[config.mk]
export PLATFORM = sky130hd
export DESIGN_NAME = encoder_frame_rpm_estimator_core
export DESIGN_NICKNAME = d
export VERILOG_FILES = /design/src/hdl/erpm_pkg.sv /design/src/hdl/erpm_div.sv /design/src/hdl/encoder_frame_rpm_estimator_core.sv
export SDC_FILE = /design/constraint.sdc
export NUM_CORES = 2
export LEC_CHECK = 0
export ABC_AREA = 1
export BUFFER_PORTS_ARGS = -buffer_cell sky130_fd_sc_hd__buf_2
export CORE_UTILIZATION = 55
export DETAILED_ROUTE_END_ITERATION = 16
export HOLD_SLACK_MARGIN = 0.06
export PLACE_DENSITY = 0.84
export SLEW_MARGIN = 25
export SYNTH_ARGS = -nofsm -noshare
export SYNTH_HDL_FRONTEND = slang
export SYNTH_HIERARCHICAL = 1
export SYNTH_SLANG_ARGS = --single-unit
export TNS_END_PERCENT = 5
[constraint.sdc]
create_clock -name clk_i -period 6.9 [get_ports clk_i]
set_input_delay 0.69 -clock clk_i [delete_from_list [all_inputs] [get_ports clk_i]]
set_output_delay 0.69 -clock clk_i [all_outputs]
set_load 0.02 [all_outputs]
[src/hdl/erpm_pkg.sv]
// Shared types, widths and constants of the encoder rpm estimator.
package erpm_pkg;

  // Field and register widths.
  localparam int ANG_W      = 14;
  localparam int FRAME_W    = 16;
  localparam int TS_W       = 32;
  localparam int DT_W       = 31;
  localparam int RPM_W      = 34;
  localparam int ALPHA_W    = 16;
  localparam int POLE_W     = 8;
  localparam int CNT_W      = 4;
  localparam int STATUS_W   = 2;
  localparam int CFG_IDX_W  = 1;
  localparam int CFG_DATA_W = 16;

  // Frame layout.
  localparam int ERR_BIT = 14;

  // Numerator arithmetic: magnitude times microseconds per minute, then Q.8.
  localparam int MAG_W     = 14;
  localparam int US_W      = 26;
  localparam int FRAC_BITS = 8;
  localparam int NUM_W     = MAG_W + US_W + FRAC_BITS;

  localparam logic [US_W-1:0]  US_PER_MIN = US_W'(60000000);
  localparam logic [RPM_W-1:0] RPM_LIMIT  = RPM_W'(64'd7680000000);

  // Bad frame counter limit.
  localparam logic [CNT_W-1:0] ERR_LIMIT = CNT_W'(10);

  // Register reset values.
  localparam logic [POLE_W-1:0]  POLE_RESET  = POLE_W'(1);
  localparam logic [ALPHA_W-1:0] ALPHA_RESET = ALPHA_W'(6554);

  // Register indexes.
  localparam logic [CFG_IDX_W-1:0] REG_POLES     = 1'b0;
  localparam logic [CFG_IDX_W-1:0] REG_LPF_ALPHA = 1'b1;

  // Result status codes.
  localparam logic [STATUS_W-1:0] ST_RPM    = 2'd0;
  localparam logic [STATUS_W-1:0] ST_ERROR  = 2'd1;
  localparam logic [STATUS_W-1:0] ST_FIRST  = 2'd2;
  localparam logic [STATUS_W-1:0] ST_NONPOS = 2'd3;

  // Status of the iterative divider.
  typedef struct packed {
    logic done;
    logic ovf;
  } div_stat_t;

endpackage

[src/hdl/erpm_div.sv]
// Iterative restoring divider, one quotient bit per cycle, with overflow flag.
module erpm_div import erpm_pkg::*; #(
  parameter int NUM_W_P = 48,
  parameter int DEN_W_P = 56,
  parameter int Q_W_P   = 34
) (
  input  logic               clk_i,
  input  logic               rst_ni,
  input  logic               start_i,
  input  logic [NUM_W_P-1:0] num_i,
  input  logic [DEN_W_P-1:0] den_i,
  output logic [Q_W_P-1:0]   quot_o,
  output div_stat_t          stat_o
);

  localparam int CW = $clog2(NUM_W_P + 1);

  logic              busy_q, busy_d;
  logic              done_q, done_d;
  logic [CW-1:0]     cnt_q, cnt_d;
  logic [NUM_W_P-1:0] num_q, num_d;
  logic [DEN_W_P-1:0] den_q, den_d;
  logic [DEN_W_P-1:0] rem_q, rem_d;
  logic [Q_W_P-1:0]   quot_q, quot_d;
  logic               ovf_q, ovf_d;
  logic [DEN_W_P:0]   trial;
  logic [DEN_W_P:0]   diff;
  logic               ge;

  // Trial subtraction of the divisor from the shifted partial remainder.
  assign trial = {rem_q, num_q[NUM_W_P-1]};
  assign diff  = trial - {1'b0, den_q};
  assign ge    = (trial >= {1'b0, den_q});

  // Sequencing of the division steps.
  always_comb begin
    busy_d = busy_q;
    done_d = 1'b0;
    cnt_d  = cnt_q;
    num_d  = num_q;
    den_d  = den_q;
    rem_d  = rem_q;
    quot_d = quot_q;
    ovf_d  = ovf_q;
    if (start_i) begin
      busy_d = 1'b1;
      cnt_d  = CW'(NUM_W_P);
      num_d  = num_i;
      den_d  = den_i;
      rem_d  = '0;
      quot_d = '0;
      ovf_d  = 1'b0;
    end else if (busy_q) begin
      rem_d  = ge ? diff[DEN_W_P-1:0] : trial[DEN_W_P-1:0];
      num_d  = {num_q[NUM_W_P-2:0], 1'b0};
      quot_d = {quot_q[Q_W_P-2:0], ge};
      ovf_d  = ovf_q | quot_q[Q_W_P-1];
      cnt_d  = cnt_q - CW'(1);
      if (cnt_q == CW'(1)) begin
        busy_d = 1'b0;
        done_d = 1'b1;
      end
    end
  end

  // Control registers.
  always_ff @(posedge clk_i or negedge rst_ni) begin
    if (!rst_ni) begin
      busy_q <= 1'b0;
      done_q <= 1'b0;
      cnt_q  <= '0;
    end else begin
      busy_q <= busy_d;
      done_q <= done_d;
      cnt_q  <= cnt_d;
    end
  end

  // Datapath registers.
  always_ff @(posedge clk_i) begin
    num_q  <= num_d;
    den_q  <= den_d;
    rem_q  <= rem_d;
    quot_q <= quot_d;
    ovf_q  <= ovf_d;
  end

  assign quot_o      = quot_q;
  assign stat_o.done = done_q;
  assign stat_o.ovf  = ovf_q;

endmodule

[src/hdl/encoder_frame_rpm_estimator_core.sv]
// Top level of the encoder rpm estimator: frame check, sequencer, divider and filter.
//
//   channel  | handshake                  | payload
//   ---------+----------------------------+------------------------------------------
//   input    | in_valid_i / in_ready_o    | frame_i, timestamp_us_i
//   result   | out_valid_o / out_ready_i  | status_o, angle_o, raw_rpm_o,
//            |                            | filtered_rpm_o, error_burst_o
//   config   | cfg_valid_i / cfg_ready_o  | cfg_index_i, cfg_data_i
//
// A rejected frame, a first sample or a non-positive time step goes from S_EVAL straight
// to S_OUT, and the next request is taken once the sequencer is back in S_IDLE.
// A published rpm runs through S_MUL, S_DEN, S_DIV, S_FLT1 and S_FLT2, and S_FLT3 and
// S_FLT4 on standstill; S_DIV spans the divider's 48 quotient steps, one per cycle.
// Asynchronous active-low reset returns the state and the control and model registers to their defaults.
// One request is in flight at a time; a result waiting at the output stalls only the
// completion of the next request, and configuration writes are always taken.
module encoder_frame_rpm_estimator_core import erpm_pkg::*; #(
  parameter int ANGLE_STEPS = 16384
) (
  input  logic                        clk_i,
  input  logic                        rst_ni,
  input  logic                        in_valid_i,
  output logic                        in_ready_o,
  input  logic [FRAME_W-1:0]          frame_i,
  input  logic [TS_W-1:0]             timestamp_us_i,
  output logic                        out_valid_o,
  input  logic                        out_ready_i,
  output logic [STATUS_W-1:0]         status_o,
  output logic [ANG_W-1:0]            angle_o,
  output logic signed [RPM_W-1:0]     raw_rpm_o,
  output logic signed [RPM_W-1:0]     filtered_rpm_o,
  output logic                        error_burst_o,
  input  logic                        cfg_valid_i,
  output logic                        cfg_ready_o,
  input  logic [CFG_IDX_W-1:0]        cfg_index_i,
  input  logic [CFG_DATA_W-1:0]       cfg_data_i
);

  localparam int STEP_W  = $clog2(ANGLE_STEPS + 1);
  localparam int DW      = ((STEP_W > 15) ? STEP_W : 15) + 2;
  localparam int HALF    = ANGLE_STEPS / 2;
  localparam int DTP_W   = DT_W + POLE_W;
  localparam int DEN_W   = DTP_W + STEP_W;
  localparam int MP_W    = MAG_W + US_W;
  localparam int MB_W    = RPM_W + 1;
  localparam int PROD_W  = ALPHA_W + 1 + MB_W;
  localparam int STEPS_W = PROD_W - ALPHA_W;

  // Sequencer states.
  localparam logic [3:0] S_IDLE = 4'd0;
  localparam logic [3:0] S_EVAL = 4'd1;
  localparam logic [3:0] S_MUL  = 4'd2;
  localparam logic [3:0] S_DEN  = 4'd3;
  localparam logic [3:0] S_DIV  = 4'd4;
  localparam logic [3:0] S_FLT1 = 4'd5;
  localparam logic [3:0] S_FLT2 = 4'd6;
  localparam logic [3:0] S_FLT3 = 4'd7;
  localparam logic [3:0] S_FLT4 = 4'd8;
  localparam logic [3:0] S_OUT  = 4'd9;

  logic [3:0]               state_q, state_d;
  logic                     out_valid_q, out_valid_d;
  logic [POLE_W-1:0]        pole_q, pole_d;
  logic [ALPHA_W-1:0]       alpha_q, alpha_d;
  logic                     awaiting_q, awaiting_d;
  logic [CNT_W-1:0]         bad_cnt_q, bad_cnt_d;
  logic [ANG_W-1:0]         last_angle_q, last_angle_d;
  logic [TS_W-1:0]          last_time_q, last_time_d;
  logic signed [RPM_W-1:0]  est_q, est_d;

  logic [FRAME_W-1:0]       frame_q, frame_d;
  logic [TS_W-1:0]          ts_q, ts_d;
  logic [MAG_W-1:0]         mag_q, mag_d;
  logic                     neg_q, neg_d;
  logic                     zero_q, zero_d;
  logic [DT_W-1:0]          dt_q, dt_d;
  logic [NUM_W-1:0]         num_q, num_d;
  logic [DTP_W-1:0]         dtp_q, dtp_d;
  logic signed [PROD_W-1:0] prod_q, prod_d;
  logic [STATUS_W-1:0]      res_status_q, res_status_d;
  logic [ANG_W-1:0]         res_angle_q, res_angle_d;
  logic signed [RPM_W-1:0]  res_raw_q, res_raw_d;
  logic                     res_burst_q, res_burst_d;
  logic [STATUS_W-1:0]      out_status_q, out_status_d;
  logic [ANG_W-1:0]         out_angle_q, out_angle_d;
  logic signed [RPM_W-1:0]  out_raw_q, out_raw_d;
  logic signed [RPM_W-1:0]  out_filt_q, out_filt_d;
  logic                     out_burst_q, out_burst_d;

  logic                     frame_ok;
  logic [ANG_W-1:0]         ang;
  logic [TS_W-1:0]          tdiff;
  logic signed [DW-1:0]     delta_raw;
  logic signed [DW-1:0]     delta;
  logic [DW-1:0]            delta_abs;
  logic [CNT_W-1:0]         cnt_inc;
  logic [POLE_W-1:0]        poles;
  logic [MP_W-1:0]          mag_prod;
  logic [DEN_W-1:0]         den;
  logic                     div_start;
  logic [RPM_W-1:0]         quot;
  div_stat_t                div_stat;
  logic [RPM_W-1:0]         q_sat;
  logic signed [MB_W-1:0]   mul_b;
  logic signed [PROD_W-1:0] mul_p;
  logic signed [STEPS_W-1:0] filt_step;
  logic signed [STEPS_W-1:0] est_ext;
  logic signed [STEPS_W-1:0] est_sum;
  logic                     out_free;

  // Frame check and angle delta against the stored sample.
  assign frame_ok  = ~(^frame_q) & ~frame_q[ERR_BIT];
  assign ang       = frame_q[ANG_W-1:0];
  assign tdiff     = ts_q - last_time_q;
  assign delta_raw = $signed(DW'(ang)) - $signed(DW'(last_angle_q));
  assign cnt_inc   = bad_cnt_q + CNT_W'(1);

  always_comb begin
    if (delta_raw > $signed(DW'(HALF))) begin
      delta = delta_raw - $signed(DW'(ANGLE_STEPS));
    end else if (delta_raw < -$signed(DW'(HALF))) begin
      delta = delta_raw + $signed(DW'(ANGLE_STEPS));
    end else begin
      delta = delta_raw;
    end
  end

  assign delta_abs = delta[DW-1] ? DW'(-delta) : DW'(delta);

  // Numerator and denominator products for the rpm quotient.
  assign poles    = (pole_q == '0) ? POLE_W'(1) : pole_q;
  assign mag_prod = MP_W'(mag_q) * MP_W'(US_PER_MIN);
  assign den      = DEN_W'(dtp_q) * DEN_W'(ANGLE_STEPS);

  // Iterative divider for the rpm quotient.
  assign div_start = (state_q == S_DEN);

  erpm_div #(
    .NUM_W_P (NUM_W),
    .DEN_W_P (DEN_W),
    .Q_W_P   (RPM_W)
  ) u_div (
    .clk_i   (clk_i),
    .rst_ni  (rst_ni),
    .start_i (div_start),
    .num_i   (num_q),
    .den_i   (den),
    .quot_o  (quot),
    .stat_o  (div_stat)
  );

  assign q_sat = (div_stat.ovf || (quot > RPM_LIMIT)) ? RPM_LIMIT : quot;

  // Filter multiplier, shared between the tracking step and the decay step.
  assign mul_b     = (state_q == S_FLT1) ? ($signed({res_raw_q[RPM_W-1], res_raw_q}) -
                                            $signed({est_q[RPM_W-1], est_q}))
                                         : $signed({est_q[RPM_W-1], est_q});
  assign mul_p     = $signed({1'b0, alpha_q}) * mul_b;
  assign filt_step = $signed(prod_q[PROD_W-1:ALPHA_W]);
  assign est_ext   = $signed(STEPS_W'(est_q));
  assign est_sum   = (state_q == S_FLT2) ? (est_ext + filt_step) : (est_ext - filt_step);

  assign out_free = ~out_valid_q | out_ready_i;

  // Sequencer and state updates.
  always_comb begin
    state_d      = state_q;
    out_valid_d  = out_valid_q;
    pole_d       = pole_q;
    alpha_d      = alpha_q;
    awaiting_d   = awaiting_q;
    bad_cnt_d    = bad_cnt_q;
    last_angle_d = last_angle_q;
    last_time_d  = last_time_q;
    est_d        = est_q;
    frame_d      = frame_q;
    ts_d         = ts_q;
    mag_d        = mag_q;
    neg_d        = neg_q;
    zero_d       = zero_q;
    dt_d         = dt_q;
    num_d        = num_q;
    dtp_d        = dtp_q;
    prod_d       = prod_q;
    res_status_d = res_status_q;
    res_angle_d  = res_angle_q;
    res_raw_d    = res_raw_q;
    res_burst_d  = res_burst_q;
    out_status_d = out_status_q;
    out_angle_d  = out_angle_q;
    out_raw_d    = out_raw_q;
    out_filt_d   = out_filt_q;
    out_burst_d  = out_burst_q;

    // Result register drains independently of the sequencer.
    if (out_ready_i) begin
      out_valid_d = 1'b0;
    end

    // Configuration writes.
    if (cfg_valid_i) begin
      unique case (cfg_index_i)
        REG_POLES:     pole_d  = cfg_data_i[POLE_W-1:0];
        REG_LPF_ALPHA: alpha_d = cfg_data_i[ALPHA_W-1:0];
        default: ;
      endcase
    end

    unique case (state_q)
      S_IDLE: begin
        if (in_valid_i) begin
          frame_d = frame_i;
          ts_d    = timestamp_us_i;
          state_d = S_EVAL;
        end
      end
      S_EVAL: begin
        res_raw_d   = '0;
        res_burst_d = 1'b0;
        res_angle_d = '0;
        state_d     = S_OUT;
        if (!frame_ok) begin
          res_status_d = ST_ERROR;
          if (cnt_inc > ERR_LIMIT) begin
            bad_cnt_d   = '0;
            res_burst_d = 1'b1;
          end else begin
            bad_cnt_d = cnt_inc;
          end
        end else begin
          bad_cnt_d    = '0;
          res_angle_d  = ang;
          last_angle_d = ang;
          last_time_d  = ts_q;
          mag_d        = delta_abs[MAG_W-1:0];
          neg_d        = delta[DW-1];
          zero_d       = (delta == '0);
          dt_d         = tdiff[DT_W-1:0];
          if (awaiting_q) begin
            res_status_d = ST_FIRST;
            awaiting_d   = 1'b0;
          end else if (tdiff[TS_W-1] || (tdiff == '0)) begin
            res_status_d = ST_NONPOS;
          end else begin
            res_status_d = ST_RPM;
            state_d      = S_MUL;
          end
        end
      end
      S_MUL: begin
        num_d   = {mag_prod, FRAC_BITS'(0)};
        dtp_d   = DTP_W'(dt_q) * DTP_W'(poles);
        state_d = S_DEN;
      end
      S_DEN: begin
        state_d = S_DIV;
      end
      S_DIV: begin
        if (div_stat.done) begin
          res_raw_d = neg_q ? $signed(-q_sat) : $signed(q_sat);
          state_d   = S_FLT1;
        end
      end
      S_FLT1: begin
        prod_d  = mul_p;
        state_d = S_FLT2;
      end
      S_FLT2: begin
        est_d   = est_sum[RPM_W-1:0];
        state_d = zero_q ? S_FLT3 : S_OUT;
      end
      S_FLT3: begin
        prod_d  = mul_p;
        state_d = S_FLT4;
      end
      S_FLT4: begin
        est_d   = est_sum[RPM_W-1:0];
        state_d = S_OUT;
      end
      S_OUT: begin
        if (out_free) begin
          out_valid_d  = 1'b1;
          out_status_d = res_status_q;
          out_angle_d  = res_angle_q;
          out_raw_d    = res_raw_q;
          out_filt_d   = est_q;
          out_burst_d  = res_burst_q;
          state_d      = S_IDLE;
        end
      end
      default: begin
        state_d = S_IDLE;
      end
    endcase
  end

  // Control and model state registers.
  always_ff @(posedge clk_i or negedge rst_ni) begin
    if (!rst_ni) begin
      state_q      <= S_IDLE;
      out_valid_q  <= 1'b0;
      pole_q       <= POLE_RESET;
      alpha_q      <= ALPHA_RESET;
      awaiting_q   <= 1'b1;
      bad_cnt_q    <= '0;
      last_angle_q <= '0;
      last_time_q  <= '0;
      est_q        <= '0;
    end else begin
      state_q      <= state_d;
      out_valid_q  <= out_valid_d;
      pole_q       <= pole_d;
      alpha_q      <= alpha_d;
      awaiting_q   <= awaiting_d;
      bad_cnt_q    <= bad_cnt_d;
      last_angle_q <= last_angle_d;
      last_time_q  <= last_time_d;
      est_q        <= est_d;
    end
  end

  // Payload registers.
  always_ff @(posedge clk_i) begin
    frame_q      <= frame_d;
    ts_q         <= ts_d;
    mag_q        <= mag_d;
    neg_q        <= neg_d;
    zero_q       <= zero_d;
    dt_q         <= dt_d;
    num_q        <= num_d;
    dtp_q        <= dtp_d;
    prod_q       <= prod_d;
    res_status_q <= res_status_d;
    res_angle_q  <= res_angle_d;
    res_raw_q    <= res_raw_d;
    res_burst_q  <= res_burst_d;
    out_status_q <= out_status_d;
    out_angle_q  <= out_angle_d;
    out_raw_q    <= out_raw_d;
    out_filt_q   <= out_filt_d;
    out_burst_q  <= out_burst_d;
  end

  // Port outputs.
  assign in_ready_o     = (state_q == S_IDLE);
  assign cfg_ready_o    = 1'b1;
  assign out_valid_o    = out_valid_q;
  assign status_o       = out_status_q;
  assign angle_o        = out_angle_q;
  assign raw_rpm_o      = out_raw_q;
  assign filtered_rpm_o = out_filt_q;
  assign error_burst_o  = out_burst_q;

endmodule

==> reports/summary.txt <==
HP Class: in -> reg
Initial antenna violation count: 5
Violation count after the first detailed-routing iteration: 5461
PortBufs: 156
Min cycle time layout: 7.90 ns
Layout cell share with drive strength beyond 1: 13.9%
Post-synthesis cell area: 68300 um^2
Max-Cap Viols: 0
Clock root cell: clkbuf_16
Synth unique cells: 74
Clk slew on worst S/H paths: 0.06 ns
GR peak layer: met2
Post-detailed-route wirelength per cell: 18.8 um
Commonest non-fill, non-tap cell in the layout: nand2_1
Setup crit start kind: flop
Seq/Total Area, Yosys: 26.3%
Area leader, netlist: fa_1
Place WS: -1.04 ns
Clock buffer count from CTS: 75
RSZ-0062 raised after global routing: yes
Drt drc: 0
Hold depth: 1
Rel. slew slack: 31.2%
Crit path arrival time: 8.34 ns
WP data required: 7.34 ns
Die X: 354 um
Final Hold Fails: 0
Sink Count: 649
Top cell type's share of synthesized area: 22.3%
Top FF cell, synth: edfxtp_1
CTS tree: done
Setup crit end kind: flop
Largest net degree at the start of global routing: 93
CP max stage cell: fa_1
Skew final: 0.0637 ns
R2R cell count: 35
Failing checks: setup timing
Ranking of synthesized cells by area: fa_1 (22%), edfxtp_1 (19%), nand2_1 (11%)
Pins over their slew limit: 0
Outcome: finished, violations left
Met1 Use GR: 44.4%
Initial Util: 55.8%
Vias in the first global route: 59100
Overall routing resource usage: 32.5%
Routed WL: 203000 um
Die footprint: 126000 um^2
Tcrit/Tclk final: 114%
Remaining Overflow, GRT: 0
Area Growth Syn to Fin: 15.5%
Detail Route Antenna Nets: 0
Crit Path Max Fanout: 6
Synth async-reset ratio: 18.8%
Via count: 58700
Rows: 128
DP Area: 75200 um^2
Drt first pass iters: 7
Vias/cell: 5.42
Syn Area/Cell: 8.02 um^2
Crit-path most repeated cell: fa_1
Longest Clk Path Bufs: 3
Final instance area: 78900 um^2
Most frequent cells in the layout: nand2_1 (2043), inv_1 (1802), fa_1 (752), nor2_1 (642), buf_4 (561)
Latest clock arrival within the worst-skew pair: 0.71 ns
Synth Register Bits: 649
Endpoints failing setup: 34
Detailed placement HPWL: 163000 um
Mapped Cells: 8523
H-tree depth: 3
Placer congestion estimate: 1.03
I/O pin count: 158
Met2 Use GR: 51.2%
Total core area: 123000 um^2
Fmax: 0.127 GHz
Post-synth EDFFs: 438
Critical path class: reg -> reg
Worst slew pin tran: 1.03 ns
Final net count: 10400
Final worst setup slack: -0.997 ns
First-pass GRT wire length: 319000 um
Die Y: 354 um
Met3 Use GR: 6.63%
Crit path largest cell delay: 0.56 ns
Yosys Warn Count: 6
## cells in the mapped netlist, types with 99 or more instances
cell type / n
inv_1: 1826
xor2_1: 163
dfrtp_1: 113
xnor2_1: 99
fa_1: 760
o21ai_0: 260
nor2_1: 675
clkbuf_1: 156
a21oi_1: 331
nand3_1: 414
nand2_1: 2089
ha_1: 467
edfxtp_1: 438
## worst paths after layout
path / end / from / slack, ns
max in group asynchronous: u_div/cnt_q[3]$_DFFE_PN0P_ / rst_ni / 4.91
setup / recovery: prod_q[40]$_DFFE_PP_ / res_raw_q[0]$_SDFFCE_PN0P_ / -1.0
setup reg to reg: prod_q[40]$_DFFE_PP_ / res_raw_q[0]$_SDFFCE_PN0P_ / -1.0
min in group asynchronous: last_time_q[27]$_DFFE_PN0P_ / rst_ni / 0.58
hold reg to reg: u_div/den_q[44]$_DFFE_PP_ / dtp_q[30]$_DFFE_PP_ / 0.41
hold / removal: ts_q[5]$_DFFE_PP_ / timestamp_us_i[5] / 0.14
## kinds of logic (layout without fill, tap and decap cells)
family                     count (synthesis)  in the layout  synth area share, %
AOI/OAI and AO/OA                        781            782                 6.38
xor gates and xnor gates                 265            265                 3.45
adders and majority gates               1227           1227                 30.8
buffers and inverters                   2092           2743                 11.7
DFF                                      649            649                 26.3
other                                      2             35               0.0110
and+or+nand+nor                         3507           3507                 21.3
## per-stage QoR
step / hold WS [ns] / cells / util (%) / TNS [ns]
after CTS: 0.0989 / 10800 / 63.8 / -20.63
after global routing: 0.120 / 10800 / 64.4 / -34.98
final: 0.145 / 10800 / 64.4 / -25.99
after detailed placement: 0.405 / 10700 / 61.4 / -27.40
after floorplan: 0.394 / 8553 / - / -1.79
after global placement: 0.403 / 10700 / 61.4 / -24.75
## state kept, by name, indices dropped and copies added (netlist names), 39 cells and up
| register | count |
|---|---|
| u_div/num_q | 48 |
| dtp_q | 39 |
| u_div/den_q | 54 |
| u_div/rem_q | 54 |
## final cells by class
cell class,count,area (um^2)
Timing Repair Buffer,748,5540
Fill cell,10100,43600
Sequential cell,649,18000
Multi-Input combinational cell,5813,43700
Clock buffer,96,2040
Clock inverter,44,603
Tap cell,1625,2030
Inverter,1855,6970
Antenna cell,3,7.51
## repair_timing
| item | in CTS | in global routing |
|---|---|---|
| gates cloned | 0 | 1 |
| resized for setup | 65 | 117 |
| setup buffers | 7 | 17 |
| pin swaps | 28 | 86 |
| hold endpoints to repair | 62 | 0 |
| hold buffers | 1 | 0 |
| endpoints found under the setup margin | 34 | 34 |
## critical path, delay by kind of cell (launching register included)
| family | cells | cell delay [ns] |
|---|---|---|
| adder cells (fa/ha/maj) | 9 | 3.83 |
| AND/OR/NAND/NOR | 9 | 1.36 |
| AO/OA/AOI/OAI | 7 | 1.05 |
| buffers and inverters | 9 | 0.80 |
| flip-flops | 1 | 0.42 |
| XOR/XNOR | 1 | 0.14 |
## metal layers
layer	share of wire, %	wire [um]	up-vias
li1	-	-	27500
met1	42	84800	28100
met2	45	90800	2708
met3	9.7	19800	462
met4	3.9	7950	2
met5	0.049	99	-
Power is not shown: default switching activity piles up to over one toggle a cycle in this logic, so the estimate is an artifact.
